==> config.mk <==
export PLATFORM = sky130hd
export DESIGN_NAME = wildcard_pattern_matcher_flat
export DESIGN_NICKNAME = d
export VERILOG_FILES = /design/src/sv/wpm_pkg.sv /design/src/sv/wpm_if.sv /design/src/sv/wpm_cell.sv /design/src/sv/wildcard_pattern_matcher.sv /design/src/flat_wrapper.sv
export SDC_FILE = /design/constraint.sdc
export NUM_CORES = 1
export LEC_CHECK = 0
export BUFFER_PORTS_ARGS = -buffer_cell sky130_fd_sc_hd__clkbuf_2
export CORE_ASPECT_RATIO = 0.7
export CORE_MARGIN = 1
export CORE_UTILIZATION = 42
export DETAILED_ROUTE_END_ITERATION = 12
export HOLD_SLACK_MARGIN = 0.08
export SYNTH_ARGS = -nofsm -noshare
export SYNTH_HDL_FRONTEND = slang
export SYNTH_SLANG_ARGS = --single-unit
==> constraint.sdc <==
create_clock -name clk -period 4.69 [get_ports clk]
set_input_delay 0.7035 -clock clk [delete_from_list [all_inputs] [get_ports clk]]
set_output_delay 0.7035 -clock clk [all_outputs]
set_load 0.05 [all_outputs]
==> src/sv/wpm_pkg.sv <==
// Shared types and constants for the wildcard pattern matcher.
`timescale 1ns / 1ps

package wpm_pkg;

  localparam logic [7:0] STAR_BYTE  = 8'h2A;
  localparam logic [7:0] QUERY_BYTE = 8'h3F;

  typedef enum logic [1:0] {
    OP_NEW_PATTERN = 2'd0,
    OP_APPEND      = 2'd1,
    OP_TEXT        = 2'd2,
    OP_START_TEXT  = 2'd3
  } wpm_op_t;

  typedef struct packed {
    logic [1:0] opcode;
    logic [7:0] char_in;
  } wpm_in_t;

  typedef struct packed {
    logic match;
    logic pattern_overflow;
  } wpm_out_t;

  // Per-cycle control broadcast to every cell of the row.
  typedef struct packed {
    logic       restart;
    logic       advance;
    logic [7:0] text_char;
  } wpm_ctrl_t;

endpackage

==> src/sv/wpm_if.sv <==
// Valid/ready channel interfaces for the matcher's item and result streams.
`timescale 1ns / 1ps

interface wpm_in_if;
  import wpm_pkg::*;

  logic    valid;
  logic    ready;
  wpm_in_t data;

  modport source (output valid, output data, input ready);
  modport sink (input valid, input data, output ready);
endinterface

interface wpm_out_if;
  import wpm_pkg::*;

  logic     valid;
  logic     ready;
  wpm_out_t data;

  modport source (output valid, output data, input ready);
  modport sink (input valid, input data, output ready);
endinterface

==> src/sv/wpm_cell.sv <==
// One pattern position: stored pattern byte and its match bit in the rolling row.
`timescale 1ns / 1ps

module wpm_cell (
  input  logic              clk,
  input  logic              rst,
  input  wpm_pkg::wpm_ctrl_t ctrl,
  input  logic              load,
  input  logic [7:0]        pat_byte,
  input  logic              active,
  input  logic              init_bit,
  input  logic              diag_in,
  input  logic              left_in,
  output logic              up,
  output logic              left_out
);
  import wpm_pkg::*;

  logic [7:0] pat;
  logic       row;
  logic       bit_next;

  always_comb begin
    if (!active) begin
      bit_next = 1'b0;
    end else if (pat == STAR_BYTE) begin
      bit_next = row | left_in;
    end else if (pat == QUERY_BYTE || pat == ctrl.text_char) begin
      bit_next = diag_in;
    end else begin
      bit_next = 1'b0;
    end
  end

  always_ff @(posedge clk) begin
    if (load) begin
      pat <= pat_byte;
    end
  end

  always_ff @(posedge clk) begin
    if (rst) begin
      row <= 1'b0;
    end else if (ctrl.restart) begin
      row <= init_bit;
    end else if (ctrl.advance) begin
      row <= bit_next;
    end
  end

  assign up       = row;
  assign left_out = bit_next;

endmodule

==> src/sv/wildcard_pattern_matcher.sv <==
// Top level of the streaming glob matcher ('?' one byte, '*' any run).
`timescale 1ns / 1ps

// Matches a byte stream against a stored glob pattern of up to MAX_PATTERN bytes.
// Each pattern position is a cell holding its byte and one match bit; a text byte
// updates the whole row together, with the '*' run bits rippling from cell to
// cell, and a new transaction is accepted each cycle as long as the result
// register is free or being drained. Opcodes 0 (new pattern) and 1 (append
// byte) restart the text and give no result; opcodes 2 (text byte) and 3 (new
// text) give one registered result in the cycle after they are accepted.
// Bytes appended beyond MAX_PATTERN are dropped and set the sticky overflow bit.
module wildcard_pattern_matcher #(
  parameter int MAX_PATTERN = 64
) (
  input  logic clk,
  input  logic rst,
  wpm_in_if.sink    items,
  wpm_out_if.source results
);
  import wpm_pkg::*;

  localparam int LEN_W = $clog2(MAX_PATTERN + 1);
  localparam int IDX_W = (MAX_PATTERN > 1) ? $clog2(MAX_PATTERN) : 1;

  logic [LEN_W-1:0] len, len_next;
  logic [LEN_W-1:0] lsc, lsc_next;
  logic             all_stars, all_stars_next;
  logic             row_origin;
  logic             ovf, ovf_next;
  logic             out_valid;
  wpm_out_t         out_data;

  logic             accept;
  logic [1:0]       op;
  logic [7:0]       ch;
  logic             append_ok;
  logic             append_we;
  wpm_ctrl_t        ctrl;
  logic [IDX_W-1:0] last_idx;
  logic             match_next;

  logic [MAX_PATTERN-1:0] up;
  logic [MAX_PATTERN-1:0] bits;
  logic [MAX_PATTERN-1:0] init_bits;

  assign items.ready = !out_valid || results.ready;
  assign accept      = items.valid && items.ready;
  assign op          = items.data.opcode;
  assign ch          = items.data.char_in;
  assign append_ok   = len < LEN_W'(MAX_PATTERN);
  assign append_we   = accept && op == OP_APPEND && append_ok;

  assign ctrl.restart   = accept && op != OP_TEXT;
  assign ctrl.advance   = accept && op == OP_TEXT;
  assign ctrl.text_char = ch;

  always_comb begin
    len_next       = len;
    lsc_next       = lsc;
    all_stars_next = all_stars;
    ovf_next       = ovf;
    if (op == OP_NEW_PATTERN) begin
      len_next       = '0;
      lsc_next       = '0;
      all_stars_next = 1'b1;
      ovf_next       = 1'b0;
    end else if (op == OP_APPEND) begin
      if (append_ok) begin
        len_next = len + 1'b1;
        if (ch == STAR_BYTE && all_stars) begin
          lsc_next = lsc + 1'b1;
        end else begin
          all_stars_next = 1'b0;
        end
      end else begin
        ovf_next = 1'b1;
      end
    end
  end

  for (genvar j = 0; j < MAX_PATTERN; j++) begin : g_cell
    logic diag_in;
    logic left_in;

    if (j == 0) begin : g_first
      assign diag_in = row_origin;
      assign left_in = 1'b0;
    end else begin : g_rest
      assign diag_in = up[j-1];
      assign left_in = bits[j-1];
    end

    assign init_bits[j] = lsc_next > LEN_W'(j);

    wpm_cell u_cell (
      .clk      (clk),
      .rst      (rst),
      .ctrl     (ctrl),
      .load     (append_we && len == LEN_W'(j)),
      .pat_byte (ch),
      .active   (len > LEN_W'(j)),
      .init_bit (init_bits[j]),
      .diag_in  (diag_in),
      .left_in  (left_in),
      .up       (up[j]),
      .left_out (bits[j])
    );
  end

  assign last_idx = IDX_W'(len - 1'b1);

  always_comb begin
    if (op == OP_TEXT) begin
      match_next = (len == '0) ? 1'b0 : bits[last_idx];
    end else begin
      match_next = (len == '0) ? 1'b1 : init_bits[last_idx];
    end
  end

  always_ff @(posedge clk) begin
    if (rst) begin
      len        <= '0;
      lsc        <= '0;
      all_stars  <= 1'b1;
      row_origin <= 1'b1;
      ovf        <= 1'b0;
      out_valid  <= 1'b0;
    end else begin
      if (accept) begin
        len       <= len_next;
        lsc       <= lsc_next;
        all_stars <= all_stars_next;
        ovf       <= ovf_next;
      end
      if (ctrl.restart) begin
        row_origin <= 1'b1;
      end else if (ctrl.advance) begin
        row_origin <= 1'b0;
      end
      if (accept && (op == OP_TEXT || op == OP_START_TEXT)) begin
        out_valid <= 1'b1;
      end else if (results.ready) begin
        out_valid <= 1'b0;
      end
    end
  end

  always_ff @(posedge clk) begin
    if (accept && (op == OP_TEXT || op == OP_START_TEXT)) begin
      out_data.match            <= match_next;
      out_data.pattern_overflow <= ovf;
    end
  end

  assign results.valid = out_valid;
  assign results.data  = out_data;

endmodule

==> src/flat_wrapper.sv <==
// flat-port wrapper written by rule: the top's interface ports become plain ports
module wildcard_pattern_matcher_flat import wpm_pkg::*;
#(
  parameter int MAX_PATTERN = 64
)
  (clk, rst, items_valid, items_data, items_ready, results_valid, results_data, results_ready);
  wpm_in_if items_i ();
  wpm_out_if results_i ();
  input  logic clk;
  input  logic rst;
  input wire logic [$bits(items_i.valid)-1:0] items_valid;
  input wire logic [$bits(items_i.data)-1:0] items_data;
  output wire logic [$bits(items_i.ready)-1:0] items_ready;
  output wire logic [$bits(results_i.valid)-1:0] results_valid;
  output wire logic [$bits(results_i.data)-1:0] results_data;
  input wire logic [$bits(results_i.ready)-1:0] results_ready;
  assign items_i.valid = items_valid;
  assign items_i.data = items_data;
  assign items_ready = items_i.ready;
  assign results_valid = results_i.valid;
  assign results_data = results_i.data;
  assign results_i.ready = results_ready;
  wildcard_pattern_matcher #(.MAX_PATTERN(MAX_PATTERN)) u_core (.clk(clk), .rst(rst), .items(items_i), .results(results_i));
endmodule
# --- After elaboration in Yosys (flattened, before gate mapping) ---
# Index checks and enable logic that the tools add are counted.
op_classes:
  addsub: 3
  magnitude_cmp: 130
  n_eq_ne: 262
  muxes: 343
  bitwise: 63
  n_reduce_logical: 148
op_table:
  columns: ["cell", "n"]
  rows:
  - ["$eq A8 B6 Y1 const B", 129]
  - ["$eq A8 B8 Y1", 64]
  - ["$gt A7 B6 Y1 const B", 64]
  - ["$mux W1", 334]
  - ["$eq A7 B6 Y1 const B", 32]
  - ["$gt A7 B5 Y1 const B", 32]
  - ["$eq A7 B5 Y1 const B", 16]
  - ["$gt A7 B4 Y1 const B", 16]
  - ["$logic_and A1 B1 Y1", 71]
  - ["$logic_or A1 B1 Y1", 66]
  - ["$or A1 B1 Y1", 63]
  - ["$eq A7 B4 Y1 const B", 8]
  - ["$gt A7 B3 Y1 const B", 8]
  - ["$mux W7", 7]
  - ["$eq A7 B3 Y1 const B", 4]
  - ["$gt A7 B1 Y1 const B", 4]
  - ["$gt A7 B2 Y1 const B", 4]
  - ["$add A7 B1 Y7 const B", 2]
  - ["$eq A7 B2 Y1 const B", 2]
  - ["$bmux W1 S6", 2]
  - ["$reduce_bool A2 Y1", 4]
  - ["$eq A7 B1 Y1 const B", 1]
  - ["$logic_not A7 Y1", 1]
  - ["$lt A6 B7 Y1 const B", 1]
  - ["other kinds (11)", 14]
word_totals:
  ff_bits: 596
  word_cells: 1085

# --- Depth between registers and ports, before layout ---
# Gate-level depths: netlist of the first run.
logic_depth:
  depth_word: 198
  ltp_mapped: 20
  depth_no_buf: 17

# --- Modules after synthesis ---
# From an unflattened synthesis of the first run, not the netlist that was laid out.
unflattened:
  hier_cells: 3039
  hier_area_um2: 34633.2
modules_own_cells:
  columns: ["mod", "instances", "cells_each", "area_per_inst_um2", "seq_area_each_um2"]
  rows:
  - ["wpm_cell", 64, 37, 471.7, 260.2]
  - ["wildcard_pattern_matcher", 1, 671, 4444.3, 420.4]

# --- Least setup slack after synthesis of the first run ---
# No wires, ideal clock.
synth_path:
  path_type: "register -> register"
  start: "reg u_core.len[0]"
  end: "reg u_core.out_data, in the netlist u_core.results.data[1], data pin"
  setup_ns: 0.266
  arrival_ns: 4.304
  path_slack_ns: 0.120
  stages_incl_launch_ff: 21
  n_path_buf: 3
  synth_period_minus_slack_ns: 4.570
  cell_sequence: "dfxtp_1 > clkbuf_1 > inv_1 > clkbuf_1 > clkbuf_1 > ha_1 > and3b_1 > or2_2 > a21oi_1 > a221o_1 > a2111oi_2 > a211oi_1 > o22ai_1 > o31ai_1 > o21bai_1 > o31ai_1 > nand4_1 > nand4b_1 > nand4_1 > nor3_1 > a211oi_2"
synth_between:
  elab_chain_cells: 195
  word_cells_on_any_way: 331
  cone_classes: "1 x add/sub; 129 x order compare; 137 x mux; 63 x bitwise; 1 x reduce/logical"
synth_rtl:
  columns: ["item", "line_no", "rtl"]
  rows:
  - ["from (decl)", "wildcard_pattern_matcher.sv:25", "logic [LEN_W-1:0] len, len_next;"]
  - ["from (signal assigned)", "wildcard_pattern_matcher.sv:130", "len <= len_next;"]
  - ["$gt A7 B1 Y1", "wildcard_pattern_matcher.sv:101", ".active (len > LEN_W'(j)),"]
  - ["$mux W1", "wpm_cell.sv:24", "if (!active) begin"]
  - ["$or A1 B1 Y1", "wpm_cell.sv:27", "bit_next = row | left_in;"]
  - ["$mux W1", "wpm_cell.sv:26", "end else if (pat == STAR_BYTE) begin"]
  - ["$mux W1", "wpm_cell.sv:24", null]
  - ["$or A1 B1 Y1", "wpm_cell.sv:27", null]
  - ["$mux W1", "wpm_cell.sv:26", null]
  - ["$mux W1", "wpm_cell.sv:24", null]
  - ["(+180 left out)", null, null]
  - ["$or A1 B1 Y1", "wpm_cell.sv:27", null]
  - ["$mux W1", "wpm_cell.sv:26", null]
  - ["$mux W1", "wpm_cell.sv:24", null]
  - ["$bmux W1 S6", "wildcard_pattern_matcher.sv:114", "match_next = (len == '0) ? 1'b0 : bits[last_idx];"]
  - ["$mux W1 (not written as such)", "wildcard_pattern_matcher.sv:114", null]
  - ["$mux W1", "wildcard_pattern_matcher.sv:114", null]
  - ["$mux W1 *", "wildcard_pattern_matcher.sv:113", "if (op == OP_TEXT) begin"]
  - ["via u_core.match_next", "wildcard_pattern_matcher.sv:40", "logic match_next;"]
  - ["to (decl)", "wildcard_pattern_matcher.sv:31", "wpm_out_t out_data;"]
# Mark *: on every way through the listed nets, which the timed path passes. The rest lies on a longest branch. The select of a mux whose other input is x is not followed.
# A chain may end at the register's enable or synchronous reset.

# --- Worst setup path in the final report of the first run ---
layout_path:
  start: "reg u_core.len[1]"
  end: "reg u_core.out_data, in the netlist u_core.results.data[1], data pin"
# The elaborated chain is that of the path after synthesis.

==> results of run 1 <==
==> cell families after synthesis <==
logic type	synth area share, %
adders and majority gates	0.261
muxes	0.0959
DFF	52.4
AOI/OAI and AO/OA	13.3
buffers and inverters	2.67
xor gates and xnor gates	14.0
and+or+nand+nor	17.3
==> critical path, stage by stage, from the launching register on <==
cell and delay [ps]:
dfxtp_1 400, inv_1 80, ha_1 200, buf_4 180, nor3b_4 280, buf_4 220, o221ai_1 210, buf_4 210
a2111oi_1 420, buf_4 220, o2111ai_2 140, buf_6 170, a21boi_2 140, o21a_1 170, o211a_1 210, a211oi_2 80
a211o_1 270, nand3_1 90, nand4_1 260, a31o_1 320, a211oi_2 140
==> worst paths after layout <==
kind	to	startpoint	depth (start not counted)
setup / recovery	u_core.results.data[1]$_DFFE_PP_	u_core.len[1]$_SDFFE_PP0P_	20
hold / removal	u_core.g_cell[24].u_cell.pat[5]$_DFFE_PP_	items_data[5]	2
hold reg to reg	u_core.results.data[0]$_DFFE_PP_	u_core.ovf$_SDFFE_PP0P_	0
setup reg to reg	u_core.results.data[1]$_DFFE_PP_	u_core.len[1]$_SDFFE_PP0P_	20
==> power by group <==
part           internal, mW  total (mW)  switching, mW
combinational         0.334       0.901          0.567
clock                  2.80        4.96           2.15
sequential             5.76        5.77         0.0126
==> metrics by stage <==
step                      hold slack [ps]  worst slack (ps)
after floorplan                       409               120
after global placement                414              -680
after detailed placement              419              -652
after CTS                             360              3.71
after global routing                  380             -40.2
final                                 389              50.6
==> repair_timing <==
action	in CTS	in global routing
buffers inserted	2	16
resized for setup	34	98
pin swaps	9	39
setup endpoints to repair	6	6
==> cell usage in the layout, fill, tap and decap left out, types with 26 or more instances in the layout <==
| master | instances |
|---|---|
| a211oi_1 | 27 |
| a21oi_1 | 154 |
| a221oi_1 | 26 |
| and3_1 | 38 |
| buf_12 | 33 |
| buf_4 | 598 |
| clkbuf_16 | 60 |
| dfxtp_1 | 81 |
| edfxtp_1 | 514 |
| inv_1 | 34 |
| nand2_1 | 178 |
| nand3_1 | 110 |
| nand4_1 | 166 |
| nor2_1 | 278 |
| nor3_1 | 74 |
| nor4_1 | 29 |
| nor4bb_1 | 28 |
| o211ai_1 | 45 |
| o21ai_0 | 104 |
| or3_1 | 26 |
| xnor2_1 | 455 |
| xor2_1 | 65 |
==> per-layer routing <==
metal | global-route usage [%] | vias up
met5 | 0 | -
met4 | 8.76 | 2
met3 | 7.89 | 210
met2 | 42.6 | 1405
met1 | 47.4 | 14089
li1 | - | 12685
==> cell type report <==
| class | instances | area (sq um) |
|---|---|---|
| clock buffers | 79 | 1600 |
| inverters | 36 | 138 |
| multi-input cells | 2259 | 15300 |
| repair buffers | 659 | 5410 |
| flip-flops and latches | 596 | 17100 |
| well taps | 1044 | 1310 |
| diodes | 3 | 7.51 |
| clock inverters | 34 | 400 |
| fillers | 6717 | 35700 |
==> sequential cells by signal, indices dropped and copies added (netlist names) <==
signal	cells
u_core.g_cell.u_cell.pat	512
u_core.g_cell.u_cell.up	64
u_core.len	7
u_core.lsc	7
u_core.results.data	2
u_core.all_stars	1
u_core.g_cell.diag_in	1
u_core.ovf	1
u_core.results.valid	1
==> results.md, run 1 <==
* Actual slew at the worst max-slew pin at 1150 ps
* Initial antenna violation count at 4
* Worst EP required at 5170 ps
* Setup CP Type: flip-flop to flip-flop
* Achievable Freq at 0.216 GHz
* DIE AREA at 78,800 sq um
* Die width at 335 microns
* Syn Inst Count at 3,048
* H-tree lvl count at 2
* Post-synth EDFFs at 514
* Hold Buf Count CTS at 0
* Max Cap Viol at 0
* Via density at 6.03
* CTS tree: yes
* Status: finished, final reports clean
* Crit Path Max Fanout at 9
* Antenna-violating nets left at 0
* Min-Delay Path Class: primary input to flip-flop
* Final Routed Wirelength at 124 mm
* GPL Wtd Cong at 1.00
* PortBufs at 17
* Initial DRC Count at 3,363
* Non-filler cells in the finished layout at 4,710
* Area grow syn2layout at 26.4%
* TNS Setup at 0 ps
* Final Hold Violating Endpoints at 0
* Rows at 85
* Initial Util at 42.4%
* Root Driver: clkbuf_16
* I/O Pins at 18
* Mapped Avg Cell Area at 10.7 sq um
* WL met2 at 50.6 mm
* Pre-Repair DR Iteration Count at 8
* DR WL/cell at 26.4 microns
* Vias in the first global route at 27,018
* Post-synth top cells: edfxtp_1 (514), xnor2_1 (456), nor2_1 (282), nand2_1 (184), nand4_1 (166)
* Startpoint types: flip-flop
* Met3 WL at 13.3 mm
* Sequential area share after synthesis at 52.4%
* DRC viols at 0
* Vias post-DR at 28,391
* Total CTS buffers at 60
* Area leader, netlist: edfxtp_1
* Top sig layer: met5
* Warnings from Yosys at 0
* First-pass GRT wire length at 181 mm
* Slew Viols, Final at 0
* Design area at 41,200 sq um
* Share of layout cells above drive strength 1 at 24.0%
* Setup Viol. Count Final at 0
* Yosys cell types at 94
* CTS max path bufs at 3
* Leakage at 13.7 nW
* Final Total Pwr at 11.6 mW
* Final nets at 3,632
* Die height at 235 microns
* Dpl cell area at 38,400 sq um
* Setup Skew at 56.9 ps
* Num Clock Sinks at 596
* Grt ovf at 0
* Post-synth ARST share at 0%
* Placed wire-length estimate at 92.0 mm
* Number of synthesized register bits at 596
* Clock slew at reported path FFs at 70 ps
* Fin util at 53.6%
* Main synth FF type: edfxtp_1
* M1 wire length at 57.2 mm
* Core area at 76,900 sq um
* Syn nets at 3,068
* PwrDens at 282 nW/um^2
* Critical Path AT at 5120 ps
* Placed insts at 4,577
* Final min period at 4640 ps
* Clock latency on the worst-skew pair at 680 ps
* Crit end category: flip-flop
* Mapped Area at 32,600 sq um
* GRT Overall Usage at 30.9%
* Peak VDD IR at 0.298 mV
* Largest net degree at the start of global routing at 48
* Worst rel slew slack at 22.7%
* Synth area leaders: edfxtp_1 (47%), xnor2_1 (12%), dfxtp_1 (5.0%), nor2_1 (3.2%), nand4_1 (3.2%)
* Yosys top cell area share at 47.3%
* Most frequent cell after synthesis: edfxtp_1
* Reg2reg setup slack at 50 ps
* Final cycle utilization of the critical path at 98.9%
(Power assumes the default switching activity.)
==> run 2, diff against run 1 <==
--- a/config.mk
+++ b/config.mk
@@ -11,6 +11,7 @@
 export CORE_UTILIZATION = 42
 export DETAILED_ROUTE_END_ITERATION = 12
 export HOLD_SLACK_MARGIN = 0.08
+export SETUP_SLACK_MARGIN = 0.1
 export SYNTH_ARGS = -nofsm -noshare
 export SYNTH_HDL_FRONTEND = slang
 export SYNTH_SLANG_ARGS = --single-unit
==> run 2 against run 1 <==
Effect of this change: the run now ends with setup timing left; worst setup slack worse by 69 ps; non-clock buffer count up 5; clock power about the same; critical path depth down 1; routed wire length up 0.27%; via count down 0.39%; combinational power up 0.6%; register-to-register slack worse by 70 ps; first-iteration DRC count down 5.0%; clock skew down 1.2 ps; die area unchanged; sequential power about the same; critical endpoint unchanged; largest power group unchanged; highest routed layer is now met4.
==> results.md, run 2 (same netlist as run 1, synthesis figures left out) <==
* Total CTS buffers at 60 (unchanged)
* TNS Setup at -18.5 ps (-18.5 ps)
* Hold path start: items_data[5]
* Pint at 8.89 mW (about the same)
* Antenna-violating nets left at 0 (unchanged)
* Reg2reg setup slack at -20 ps (-70 ps)
* Clock latency on the worst-skew pair at 680 ps (about the same)
* GRT Overall Usage at 31.0% (+0.090 points)
* Reg with most FFs: u_core.g_cell.u_cell.pat
* PwrDens at 281 nW/um^2 (-0.29%)
* Placed wire-length estimate at 92.0 mm (unchanged)
* Fin util at 53.8% (+0.17 points)
* Share of layout cells above drive strength 1 at 24.3% (+0.29 points)
* Non-filler cells in the finished layout at 4,714 (+0.085%)
* Initial antenna violation count at 3 (-1)
* DIE AREA at 78,800 sq um (unchanged)
* Hold path cells at 2 (unchanged)
* Vias in the first global route at 27,169 (+0.56%)
* Final worst slack at -18.5 ps (-69.1 ps)
* Grt ovf at 0 (unchanged)
* Die height at 235 microns (unchanged)
* Setup Viol. Count Final at 1 (+1)
* Area grow syn2layout at 26.7%
* Placed insts at 4,577 (unchanged)
* Startpoint types: flip-flop
* NetSw at 2.74 mW (about the same)
* Initial DRC Count at 3,194 (-5.0%)
* Die width at 335 microns (unchanged)
* Num Clock Sinks at 596 (unchanged)
* DRC viols at 0 (unchanged)
* Logic pwr share at 7.8% (about the same)
* Rows at 85 (unchanged)
* CTS max path bufs at 3 (unchanged)
* Worst hold slack at 392 ps (+3.31 ps)
* H-tree lvl count at 2 (unchanged)
* Pre-Repair DR Iteration Count at 8 (unchanged)
* Hold Buf Count CTS at 0 (unchanged)
* Via density at 6.00 (-0.48%)
* Final Hold Violating Endpoints at 0 (unchanged)
* Vias post-DR at 28,280 (-0.39%)
* Final nets at 3,637 (+0.14%)
* GPL Wtd Cong at 1.00 (unchanged)
* Slew Viols, Final at 0 (unchanged)
* Final Routed Wirelength at 125 mm (+0.27%)
* Commonest non-fill, non-tap cell in the layout: buf_4
* Largest net degree at the start of global routing at 48 (unchanged)
* Max Cap Viol at 0 (unchanged)
* Final Total Pwr at 11.6 mW (about the same)
* Root Driver: clkbuf_16
* Leakage at 13.7 nW (+0.29%)
* Achievable Freq at 0.212 GHz (-1.5%)
* End of the worst hold path: u_core.g_cell[24].u_cell.pat[5]$_DFFE_PP_
* Worst EP required at 5070 ps (-100 ps)
* Clock slew at reported path FFs at 70 ps (about the same)
* First-pass GRT wire length at 181 mm (unchanged)
* Net Sw Frac at 23.5% (about the same)
* Initial Util at 42.4% (unchanged)
* DR WL/cell at 26.4 microns (+0.19%)
* Setup Skew at 55.8 ps (-1.17 ps)
* Final min period at 4710 ps (+69.1 ps)
* Clock power share at 42.6% (about the same)
* Failing checks: setup timing
* Core area at 76,900 sq um (unchanged)
* Setup CP Type: flip-flop to flip-flop
* Worst rel slew slack at 26.2% (+3.5 points)
* CTS tree: yes
* Final cycle utilization of the critical path at 100% (+1.5 points)
* Actual slew at the worst max-slew pin at 1100 ps (-52.3 ps)
* Commonest non-fill, non-tap cells in the layout: buf_4 (600), edfxtp_1 (514), xnor2_1 (455)
* Sequential power share at 49.6% (about the same)
* Crit end category: flip-flop
* RR Endpoint: u_core.results.data[1]$_DFFE_PP_
* Status: complete, but fails checks
* Crit path launch: u_core.len[0]$_SDFFE_PP0P_
* R2R depth at 19 (-5.0%)
* Min-Delay Path Class: primary input to flip-flop
* Peak VDD IR at 0.298 mV (+0.10%)
* PortBufs at 17 (unchanged)
* Crit Path Max Fanout at 7 (-2)
* Unrepaired setup endpoints after global routing: true
* Critical Path AT at 5090 ps (-30 ps)
* I/O Pins at 18 (unchanged)
* Reg2reg start: u_core.len[0]$_SDFFE_PP0P_
* Max reg flops at 512 (unchanged)
==> run 2: cell count changes in the layout (fill, tap and decap cells not counted), moves of 2 or more <==
cell	previous run	this run
buf_4	598	600
a211oi_2	7	5
a21boi_1	5	2
a21boi_2	1	4
nand3_1	110	108
o22ai_4	0	2
buf_6	18	21
nand3_2	0	2
==> run 2: critical path, cell delays in order (launching register included) <==
cell and delay (ps):
dfxtp_4 390, buf_12 130, buf_6 130, ha_4 130, and3b_2 230, o21a_4 260, buf_4 140, buf_4 150
o21ai_0 350, a22oi_1 230, nor2b_1 190, o31a_1 280, nor4_1 630, o21ai_2 160, nand4_1 150, nand2_2 110
o21ai_0 380, a211oi_2 100, nor3_2 220, a211oi_2 90
==> run 2: worst max path at each step <==
stage / cells past startpoint / to / slack (ps)
after CTS: 23 / u_core.results.data[1]$_DFFE_PP_ / 100
after floorplan: 20 / u_core.results.data[1]$_DFFE_PP_ / 120
after detailed placement: 21 / u_core.results.data[1]$_DFFE_PP_ / -650
after global placement: 21 / u_core.results.data[1]$_DFFE_PP_ / -680
final: 19 / u_core.results.data[1]$_DFFE_PP_ / -20
after global routing: 24 / u_core.results.data[1]$_DFFE_PP_ / 8
==> run 2: power by group through the flow <==
stage / Sequential, mW / Combinational (mW) / Clock (mW)
finish: 5.77 / 0.906 / 4.96
global route: 5.77 / 0.955 / 5.24
CTS: 5.77 / 0.889 / 5.06
detailed placement: 5.88 / 0.881 / 0
global placement: 5.88 / 0.872 / 0
floorplan: 5.89 / 0.450 / 0
==> run 2: metal layers <==
| layer | track usage [%] | up-vias | routed length, microns |
|---|---|---|---|
| li1 | - | 12679 | - |
| met1 | 46.0 | 14050 | 57300 |
| met2 | 42.2 | 1320 | 49900 |
| met3 | 10.2 | 231 | 13300 |
| met4 | 10.2 | 0 | 4020 |
| met5 | 0 | - | 0 |
==> run 2: stage by stage <==
step / instance area, sq um / setup slack (ps)
after floorplan: 32600 / 120
after global placement: 38400 / -680
after detailed placement: 38400 / -652
after CTS: 40800 / 101
after global routing: 41300 / 7.92
final: 41300 / -18.5
==> run 2: cell type report <==
cell class | count | area, sq um
Antenna cell | 2 | 5.00
Fill cell | 6718 | 35600
Tap cell | 1044 | 1310
Timing Repair Buffer | 664 | 5460
Sequential cell | 596 | 17100
Clock inverter | 34 | 400
Multi-Input combinational cell | 2259 | 15300
Inverter | 36 | 135
Clock buffer | 79 | 1600
==> run 2: what timing repair did <==
action | in CTS | in global routing
setup buffers | 10 | 12
pin swaps | 20 | 40
gates resized for setup | 62 | 88
setup endpoints to repair | 12 | 5
